===== config.mk =====
export PLATFORM = sky130hd
export DESIGN_NAME = dbpm_decode
export DESIGN_NICKNAME = d
export VERILOG_FILES = /design/src/design/dbpm_pkg.sv /design/src/design/dbpm_decode.sv
export SDC_FILE = /design/constraint.sdc
export NUM_CORES = 1
export LEC_CHECK = 0
export ABC_AREA = 1
export ABC_CLOCK_PERIOD_IN_PS = 2900
export BUFFER_PORTS_ARGS = -buffer_cell sky130_fd_sc_hd__buf_2
export CORE_MARGIN = 5
export CORE_UTILIZATION = 52
export DETAILED_ROUTE_END_ITERATION = 10
export PLACE_DENSITY_LB_ADDON = 0.2
export SKIP_LAST_GASP = 1
export SLEW_MARGIN = 10
export SYNTH_ARGS = -nofsm -noshare
export SYNTH_HDL_FRONTEND = slang
export SYNTH_SLANG_ARGS = --single-unit
export TNS_END_PERCENT = 50

===== constraint.sdc =====
create_clock -name vclk -period 2.9
set_input_delay 0.29 -clock vclk [all_inputs]
set_output_delay 0.29 -clock vclk [all_outputs]
set_load 0.05 [all_outputs]

===== src/design/dbpm_pkg.sv =====
// Shared types and constants for the dot-bracket pair matcher.
package dbpm_pkg;

   localparam int SYM_W   = 8;
   localparam int FIELD_W = 10;
   localparam int POS_W   = 11;
   localparam int CODE_W  = 2;
   localparam int SEL_W   = 2;
   localparam int CSR_W   = 32;
   localparam int CSR_IDX_W = 2;
   localparam int TIU_W   = 3;

   localparam logic [SYM_W-1:0]   DOT_CHAR      = 8'h2E;
   localparam logic [FIELD_W-1:0] POS_FIELD_MAX = 10'd1023;

   localparam logic [CSR_W-1:0] OPEN_SYMBOLS_RST  = 32'd1014717224;
   localparam logic [CSR_W-1:0] CLOSE_SYMBOLS_RST = 32'd1048403241;
   localparam logic [TIU_W-1:0] TYPES_IN_USE_RST  = 3'd4;

   localparam logic [CSR_IDX_W-1:0] CSR_OPEN_SYMBOLS  = 2'd0;
   localparam logic [CSR_IDX_W-1:0] CSR_CLOSE_SYMBOLS = 2'd1;
   localparam logic [CSR_IDX_W-1:0] CSR_TYPES_IN_USE  = 2'd2;

   localparam logic [CODE_W-1:0] KIND_UNPAIRED = 2'd0;
   localparam logic [CODE_W-1:0] KIND_PAIR     = 2'd1;
   localparam logic [CODE_W-1:0] KIND_SUMMARY  = 2'd2;

   localparam logic [CODE_W-1:0] ERR_OK            = 2'd0;
   localparam logic [CODE_W-1:0] ERR_CLOSE_NO_OPEN = 2'd1;
   localparam logic [CODE_W-1:0] ERR_OPENS_LEFT    = 2'd2;
   localparam logic [CODE_W-1:0] ERR_OVERFLOW      = 2'd3;

   typedef enum logic [1:0] {
      OP_NONE,
      OP_DOT,
      OP_OPEN,
      OP_CLOSE
   } op_type;

   typedef struct packed {
      logic [SYM_W-1:0] symbol;
      logic             last_symbol;
   } req_type;

   typedef struct packed {
      logic [FIELD_W-1:0] position;
      logic [FIELD_W-1:0] partner;
      logic [CODE_W-1:0]  kind;
      logic [CODE_W-1:0]  error_code;
      logic [FIELD_W-1:0] pair_count;
      logic               run_end;
   } rsp_type;

   typedef struct packed {
      op_type           op;
      logic [SEL_W-1:0] sel;
   } dec_type;

   typedef struct packed {
      logic               exec;
      logic               clear;
      op_type             op;
      logic [SEL_W-1:0]   sel;
      logic [FIELD_W-1:0] position;
   } stk_cmd_type;

   typedef struct packed {
      logic               empty;
      logic               full;
      logic               any_left;
      logic [FIELD_W-1:0] top;
   } stk_status_type;

endpackage


===== src/design/dbpm_decode.sv =====
// Symbol decoder: classifies one byte as dot, open or close of a bracket type.
module dbpm_decode #(
   parameter int NUM_TYPES = 4
) (
   input  logic [dbpm_pkg::SYM_W-1:0] symbol,
   input  logic [dbpm_pkg::CSR_W-1:0] open_symbols,
   input  logic [dbpm_pkg::CSR_W-1:0] close_symbols,
   input  logic [dbpm_pkg::TIU_W-1:0] types_in_use,
   output dbpm_pkg::dec_type          dec
);

   logic [NUM_TYPES-1:0] active;
   logic [NUM_TYPES-1:0] open_hit;
   logic [NUM_TYPES-1:0] close_hit;

   always_comb begin
      for (int t = 0; t < NUM_TYPES; t++) begin
         active[t] = (dbpm_pkg::TIU_W'(t) < types_in_use) &&
                     (open_symbols[8*t +: 8] != '0) && (close_symbols[8*t +: 8] != '0);
         open_hit[t]  = active[t] && (open_symbols[8*t +: 8] == symbol);
         close_hit[t] = active[t] && (close_symbols[8*t +: 8] == symbol);
      end
   end

   // lowest open match wins, then lowest close match
   always_comb begin
      dec.op  = dbpm_pkg::OP_NONE;
      dec.sel = '0;
      if (symbol == dbpm_pkg::DOT_CHAR) begin
         dec.op = dbpm_pkg::OP_DOT;
      end else if (open_hit != '0) begin
         dec.op = dbpm_pkg::OP_OPEN;
         for (int t = NUM_TYPES - 1; t >= 0; t--) begin
            if (open_hit[t]) begin
               dec.sel = dbpm_pkg::SEL_W'(t);
            end
         end
      end else if (close_hit != '0) begin
         dec.op = dbpm_pkg::OP_CLOSE;
         for (int t = NUM_TYPES - 1; t >= 0; t--) begin
            if (close_hit[t]) begin
               dec.sel = dbpm_pkg::SEL_W'(t);
            end
         end
      end
   end

endmodule


==> results.json <==
{
  "outcome": "finished clean",
  "yosysTopAreaCell": "nand2_1",
  "place_ws_ns": 0.941,
  "ir_drop_mv": 0.0908,
  "place_congestion": 0.962,
  "path_cells": "buf_2 > inv_4 > nand2_2 > nand2_1 > nor2_1 > nand2_1 > nor2_1 > nand2_2 > nand2_2 > nor2_4 > a21oi_2 > buf_2",
  "finalSetupViolations": 0,
  "cts_resized": 0,
  "port_buffers": 79,
  "period_needed_ns": 1.96,
  "ant_nets": 0,
  "fp-row-count": 19,
  "final_net_count": 434,
  "start_kind": "input pin",
  "yosysMostFrequentCell": "nand2_1",
  "slew_headroom_pct": 73.5,
  "power_leakage_nw": 1.08,
  "insertedDiodeCount": 0,
  "path_buf_inv": 3,
  "dieHeight_microns": 63.1,
  "crit_slowest_cell": "buf_2",
  "final_cells": 388,
  "drc": 0,
  "drt_wl_total_microns": 4150,
  "fillers": 320,
  "layout.area.seq_sq_um": 0,
  "cpPeakStageDelay_ns": 0.27,
  "powerDensity_mw_per_mm2": 129,
  "syn2layout_area_growth_pct": 23.4,
  "wl_per_cell_microns": 10.7,
  "io_pins": 79,
  "synth_warnings": 0,
  "period_share_pct": 67.5,
  "avgSynthCellArea_sq_um": 5.13,
  "grt-ovfl-total": 0,
  "holdBufCountCts": 0,
  "grt_usage_pct": 19.6,
  "grt_pass1_vias": 1633,
  "chipWidth_microns": 63.1,
  "synth_area_leaders": "nand2_1, xor2_1, nor2_1, buf_6, inv_1",
  "final.setup.worst_slack_ns": 0.943,
  "cp.required_ns": 2.61,
  "drive_gt1_share_pct": 30.0,
  "viasPerCell": 4.76,
  "critPathTopFamily": "simple AND/OR/NAND/NOR gates",
  "drt_iter0_drc": 90,
  "synthDistinctLibCells": 19,
  "ys_seq_area_share_pct": 0,
  "dp_hpwl_microns": 3710,
  "synthTopCellsByCount": "nand2_1, nor2_1, xor2_1, inv_1, nand2_2",
  "max_freq_mhz": 511,
  "synth_area_sq_mm": 0.00147,
  "vias": 1846,
  "syn-num-nets": 361,
  "crit_top_cell": "nand2_2",
  "grt_antenna_before_repair": 0,
  "dr.pass1.iters": 4,
  "dpl.cell_count": 388,
  "yosys.area.top_type_share_pct": 24.0,
  "hold_viol": 0,
  "initial_core_util_pct": 53.7,
  "cap_violations": 0,
  "finalSetupTns_ns": 0,
  "drv_slew": 0,
  "endpoint_kind": "output pin",
  "cp.arrival_ns": 1.67,
  "design.seq.count": 0,
  "worstMarginPinSlew_ns": 0.395,
  "crit_fanout": 10,
  "grt_pass1_wl_microns": 6750,
  "grt_max_degree": 11,
  "dieArea_sq_mm": 0.00398,
  "synth_cells": 286,
  "hold_path_class": "in2out",
  "num-clock-buffers": 0,
  "post_cts_buffers": 0,
  "crit_type": "in2out",
  "grt_setup_unrepaired": "false",
  "core_sq_mm": 0.00273
}
layer usage:
metal | up-vias | routed length (microns) | GRT usage (%)
met5 | - | 0 | 0
met4 | 0 | 16 | 3.18
met3 | 2 | 398 | 3.37
met2 | 69 | 2080 | 35.1
met1 | 785 | 1660 | 24.6
li1 | 990 | - | -
through the flow:
step	utilization [%]	power (mW)	hold slack, ns	area [sq um]
after global routing	66.3	0.263	1.27	1810
after CTS	66.3	0.234	1.23	1810
after global placement	66.3	0.230	1.23	1810
final	66.3	0.233	1.24	1810
after floorplan	-	0.151	1.01	1470
after detailed placement	66.3	0.233	1.22	1810
path summary, 6_finish.rpt:
check,start,endpoint,slack [ns],depth (start not counted)
min,symbol[5],dec[2],1.24,4
max,symbol[7],dec[1],0.94,12
placed cells by master, fill, tap and decap left out:
master | synthesis | final
nand2_1 | 94 | 94
buf_2 | 0 | 79
nor2_1 | 75 | 75
xor2_1 | 39 | 39
inv_1 | 23 | 23
nand2_2 | 12 | 12
nand3_1 | 5 | 5
xnor2_1 | 5 | 5
inv_4 | 4 | 4
nor3_1 | 3 | 3
nand4_1 | 3 | 3
inv_2 | 3 | 3
a21oi_2 | 3 | 3
a21oi_1 | 2 | 2
o21ai_2 | 2 | 2
nor2_2 | 2 | 2
nor3_4 | 1 | 1
o21bai_1 | 1 | 1
nor2_4 | 1 | 1
report_power, final:
part           total [mW]  switching (mW)  internal, mW
Clock                   0               0             0
Sequential              0               0             0
Combinational       0.233           0.133         0.100
area by class of cell:
| type | count | area [sq um] | area share (%) |
|---|---|---|---|
| Inverter | 30 | 123 | 6.77 |
| Multi-Input combinational cell | 248 | 1250 | 69.3 |
| Tap cell | 31 | 38.8 | 2.14 |
| Timing Repair Buffer | 79 | 395 | 21.8 |
kinds of logic after synthesis:
logic type | Yosys count | synth area share (%)
and+or+nand+nor | 196 | 55.1
xor gates and xnor gates | 44 | 26.3
buffers and inverters | 38 | 14.5
AOI/OAI and AO/OA | 8 | 4.18
No activity file was read; power rests on OpenSTA's default activity.
