### config.mk
export PLATFORM = sky130hd
export DESIGN_NAME = dbpm_rsp_queue
export DESIGN_NICKNAME = d
export VERILOG_FILES = /design/src/design/dbpm_pkg.sv /design/src/design/dbpm_rsp_queue.sv
export SDC_FILE = /design/constraint.sdc
export NUM_CORES = 1
export LEC_CHECK = 0
export CAP_MARGIN = 20
export CORE_AREA = 5 5 140 75
export DETAILED_ROUTE_END_ITERATION = 10
export DIE_AREA = 0 0 145 80
export DONT_BUFFER_PORTS = 1
export GPL_ROUTABILITY_DRIVEN = 1
export SLEW_MARGIN = 15
export SYNTH_ARGS = -nofsm -noshare
export SYNTH_HDL_FRONTEND = slang
export SYNTH_SLANG_ARGS = --single-unit
### constraint.sdc
create_clock -name clock -period 2.45 [get_ports clock]
set_input_delay 0.49 -clock clock [delete_from_list [all_inputs] [get_ports clock]]
set_output_delay 0.49 -clock clock [all_outputs]
set_load 0.01 [all_outputs]
### src/design/dbpm_pkg.sv
// Shared types and constants for the dot-bracket pair matcher.
package dbpm_pkg;

   localparam int SYM_W   = 8;
   localparam int FIELD_W = 10;
   localparam int POS_W   = 11;
   localparam int CODE_W  = 2;
   localparam int SEL_W   = 2;
   localparam int CSR_W   = 32;
   localparam int CSR_IDX_W = 2;
   localparam int TIU_W   = 3;

   localparam logic [SYM_W-1:0]   DOT_CHAR      = 8'h2E;
   localparam logic [FIELD_W-1:0] POS_FIELD_MAX = 10'd1023;

   localparam logic [CSR_W-1:0] OPEN_SYMBOLS_RST  = 32'd1014717224;
   localparam logic [CSR_W-1:0] CLOSE_SYMBOLS_RST = 32'd1048403241;
   localparam logic [TIU_W-1:0] TYPES_IN_USE_RST  = 3'd4;

   localparam logic [CSR_IDX_W-1:0] CSR_OPEN_SYMBOLS  = 2'd0;
   localparam logic [CSR_IDX_W-1:0] CSR_CLOSE_SYMBOLS = 2'd1;
   localparam logic [CSR_IDX_W-1:0] CSR_TYPES_IN_USE  = 2'd2;

   localparam logic [CODE_W-1:0] KIND_UNPAIRED = 2'd0;
   localparam logic [CODE_W-1:0] KIND_PAIR     = 2'd1;
   localparam logic [CODE_W-1:0] KIND_SUMMARY  = 2'd2;

   localparam logic [CODE_W-1:0] ERR_OK            = 2'd0;
   localparam logic [CODE_W-1:0] ERR_CLOSE_NO_OPEN = 2'd1;
   localparam logic [CODE_W-1:0] ERR_OPENS_LEFT    = 2'd2;
   localparam logic [CODE_W-1:0] ERR_OVERFLOW      = 2'd3;

   typedef enum logic [1:0] {
      OP_NONE,
      OP_DOT,
      OP_OPEN,
      OP_CLOSE
   } op_type;

   typedef struct packed {
      logic [SYM_W-1:0] symbol;
      logic             last_symbol;
   } req_type;

   typedef struct packed {
      logic [FIELD_W-1:0] position;
      logic [FIELD_W-1:0] partner;
      logic [CODE_W-1:0]  kind;
      logic [CODE_W-1:0]  error_code;
      logic [FIELD_W-1:0] pair_count;
      logic               run_end;
   } rsp_type;

   typedef struct packed {
      op_type           op;
      logic [SEL_W-1:0] sel;
   } dec_type;

   typedef struct packed {
      logic               exec;
      logic               clear;
      op_type             op;
      logic [SEL_W-1:0]   sel;
      logic [FIELD_W-1:0] position;
   } stk_cmd_type;

   typedef struct packed {
      logic               empty;
      logic               full;
      logic               any_left;
      logic [FIELD_W-1:0] top;
   } stk_status_type;

endpackage

### src/design/dbpm_rsp_queue.sv
// Two-slot result queue: up to two results per character, one per cycle out if ready.
module dbpm_rsp_queue (
   input  logic              clock,
   input  logic              reset,
   input  logic              load,
   input  logic              w0_valid,
   input  dbpm_pkg::rsp_type w0,
   input  logic              w1_valid,
   input  dbpm_pkg::rsp_type w1,
   output logic              room,
   output logic              rsp_valid,
   input  logic              rsp_ready,
   output dbpm_pkg::rsp_type rsp_data
);

   logic              s0_valid_ff;
   logic              s1_valid_ff;
   dbpm_pkg::rsp_type s0_ff;
   dbpm_pkg::rsp_type s1_ff;
   logic              drain;

   assign drain     = s0_valid_ff && rsp_ready;
   assign room      = !s1_valid_ff && (!s0_valid_ff || rsp_ready);
   assign rsp_valid = s0_valid_ff;
   assign rsp_data  = s0_ff;

   always_ff @(posedge clock) begin
      if (reset) begin
         s0_valid_ff <= 1'b0;
         s1_valid_ff <= 1'b0;
      end else if (load) begin
         s0_valid_ff <= w0_valid;
         s1_valid_ff <= w1_valid;
      end else if (drain) begin
         s0_valid_ff <= s1_valid_ff;
         s1_valid_ff <= 1'b0;
      end
   end

   always_ff @(posedge clock) begin
      if (load) begin
         s0_ff <= w0;
         s1_ff <= w1;
      end else if (drain) begin
         s0_ff <= s1_ff;
      end
   end

endmodule

==> parameters.txt <==
Parameter                              Value

Global routing
  Global route total overflow    0
  Number of antenna violations at the first check in global routing    2
  All-Layer GR Usage    0.0916
  Wire length of the first global-routing pass    ~7600 microns
  Maximum number of pins on one net before global-route repair    74
  Vias in the first global route    approximately 1.2k

Yosys
  Mean post-synth cell area    22.0 sq um
  Net Count, Synth    just under 200
  Number of synthesis warnings    0
  Portion of the post-synthesis area used by sequential elements    0.797
  Post-Synthesis Cell Area    ~2700 sq um
  Number of storage elements in the synthesis netlist    72
  Mapped Cells    approximately 120
  Synth unique cells    12

Placement
  Placer Congestion    ~0.71
  Port Buf Inserts    0
  Dpl hpwl    about 3600 microns

Routing
  Average wire per standard cell    roughly 20 microns
  Average vias per placed instance    4.39
  Post-route DRC violation count    0
  Post-DRT Antenna Nets    0
  Initial drt markers    approximately 40
  WL final    5100 microns
  First-pass iteration count of the detailed router    3
  Via count    1,124

Critical path
  Top delay family on crit path    flip-flops
  Arrival time at the worst endpoint    0.96 ns
  Setup crit end kind    output pin
  Required time at the endpoint of the critical path    1.96 ns
  Maximum cell stage delay along the critical path    between 0.3 and 0.4 ns
  Largest fanout on the critical path    4
  Slowest cell on the critical path    sky130_fd_sc_hd__dfxtp_1
  Crit Path Category    flop to output pin
  Worst setup SP type    flop
  Worst path buffer plus inverter count    0
  Cell-by-cell trace of the critical path    a21oi_1

Pwr
  Static Leak    between 1 and 1.5 nW
  Power per cell area    approximately 910 nW/um^2
  Worst IR Drop VDD    about 0.36 mV

Timing
  Final max-slew violation count    0
  RSZ-0062 raised after global routing    false
  Count of endpoints failing hold in the final timing report    0
  Final Cycle Share    0.592
  Setup Viol. Count Final    0
  Post-Route Setup TNS    0 ns
  Min Tclk post-route    around 1.5 ns
  Slew at the pin closest to its max-slew limit    0.340 ns
  Maximum clock skew at final layout    0.00631 ns
  Maximum clock frequency    approximately 0.69 GHz
  Worst relative slew slack    0.773

Clock tree
  Clock insertion delay at the later pin of the skew report    approximately 0.33 ns
  TritonCTS Sinks    72
  Buffer type at the clock tree root    sky130_fd_sc_hd__clkbuf_16
  CTS H-Tree Depth    3
  Total of cells resized after clock tree synthesis    0
  Worst-case clock buffer depth    2
  Setup Fix Bufs, Post-CTS    0
  Cts-stage hold buffer count    0
  TritonCTS clock tree    done
  Cts bufs inserted    9
  Clock Pin Slew Worst Setup and Hold Paths    0.06 ns

Floorplan
  Number of cell rows    25
  Die Outline Area    11,600 sq um
  Initial core utilization    0.293
  Die width    roughly 150 microns
  Std-Cell Core Area    ~9000 sq um
  Die boundary height    80 microns
  # IOs    around 110

Layout
  Final core utilization    0.339
  Fillcell total    approximately 860
  Diodes inserted    0
  Sequential cell area    between 2000 and 2500 sq um
  Area growth from synthesis to layout    15.4%
  Final Net Count    between 200 and 250
  Total area of multi-input combinational cells    ~500 sq um
  Ratio of cells with drive above 1 in the final layout    0.400

Hold path
  Hold Crit Class    input port to flop

Job
  Max Cap Violations    0

Status
  Status    finished clean
==> per-stage QoR <==
| step | cells | area, sq um | setup WS [ns] | hold WS, ns | power [mW] |
|---|---|---|---|---|---|
| finish | 256 | 3100 | 1.00 | 0.234 | 2.83 |
| global route | 256 | 3100 | 0.954 | 0.216 | 2.95 |
| CTS | 256 | 3100 | 0.970 | 0.216 | 2.88 |
| detailed placement | 240 | 2820 | 1.03 | 0.518 | 1.67 |
| global placement | 240 | 2820 | 1.06 | 0.464 | 1.66 |
| floorplan | 122 | 2690 | 0.481 | 0.450 | 1.64 |
==> cells by family after synthesis <==
group	count (synthesis)	share of synthesized area
flip-flops	72	0.797
multiplexers	35	0.170
buffers and inverters	6	0.0172
AND/OR/NAND/NOR	5	0.00744
AO/OA/AOI/OAI	4	0.00838
==> final cells by class <==
type,count,area share
flip-flops and latches,72,0.690
multi-input cells,44,0.162
clock buffers,9,0.0726
well taps,121,0.0488
clock inverters,7,0.0173
repair buffers,1,0.00645
inverters,2,0.00242
==> cells in the final DEF, fill, tap and decap left out <==
cell type	Yosys	final
sky130_fd_sc_hd__clkinv_4	0	1
sky130_fd_sc_hd__nand3_1	1	1
sky130_fd_sc_hd__inv_1	1	1
sky130_fd_sc_hd__mux2_2	18	18
sky130_fd_sc_hd__mux2_4	17	17
sky130_fd_sc_hd__o211ai_1	1	1
sky130_fd_sc_hd__a21oi_1	3	3
sky130_fd_sc_hd__inv_2	1	1
sky130_fd_sc_hd__clkinv_2	0	1
sky130_fd_sc_hd__edfxtp_1	70	70
sky130_fd_sc_hd__nand2_2	0	1
sky130_fd_sc_hd__inv_6	0	2
sky130_fd_sc_hd__clkinvlp_4	0	3
sky130_fd_sc_hd__buf_12	0	1
sky130_fd_sc_hd__dfxtp_1	2	2
sky130_fd_sc_hd__nand2_1	4	3
sky130_fd_sc_hd__clkbuf_16	0	9
==> routing by layer <==
metal,part of all wire,vias up,GRT usage
li1,-,493,-
met1,0.38,544,0.0931
met2,0.47,70,0.134
met3,0.14,13,0.0800
met4,0.012,4,0.0395
met5,0.0053,-,0
==> final timing paths <==
path	from	to	slack, ns	depth (start not counted)
max	rsp_valid	room	1.0	1
min	reset	rsp_valid	0.23	1
max reg2reg	rsp_valid	rsp_data[13]	1.07	3
min reg2reg	s1_valid_ff	s1_valid_ff	0.51	2
==> sequential cells by signal (all words and copies together) (netlist names) <==
name and cells:
rsp_valid 1, s1_valid_ff 1, rsp_data 35, s1_ff 35
==> cells in the mapped netlist <==
library cell | number | area share
sky130_fd_sc_hd__a21oi_1 | 3 | 0.0056
sky130_fd_sc_hd__buf_2 | 1 | 0.0019
sky130_fd_sc_hd__buf_6 | 3 | 0.013
sky130_fd_sc_hd__dfxtp_1 | 2 | 0.015
sky130_fd_sc_hd__edfxtp_1 | 70 | 0.78
sky130_fd_sc_hd__inv_1 | 1 | 0.0014
sky130_fd_sc_hd__inv_2 | 1 | 0.0014
sky130_fd_sc_hd__mux2_2 | 18 | 0.075
sky130_fd_sc_hd__mux2_4 | 17 | 0.095
sky130_fd_sc_hd__nand2_1 | 4 | 0.0056
sky130_fd_sc_hd__nand3_1 | 1 | 0.0019
sky130_fd_sc_hd__o211ai_1 | 1 | 0.0028
==> report_power, final <==
group          internal (mW)  switching (mW)  total [mW]
sequential              1.47          0.0615        1.53
combinational         0.0672          0.0320      0.0992
clock                  0.691           0.502        1.19
total                   2.23           0.596        2.83
Note: power is estimated with default switching activity, not from simulation.
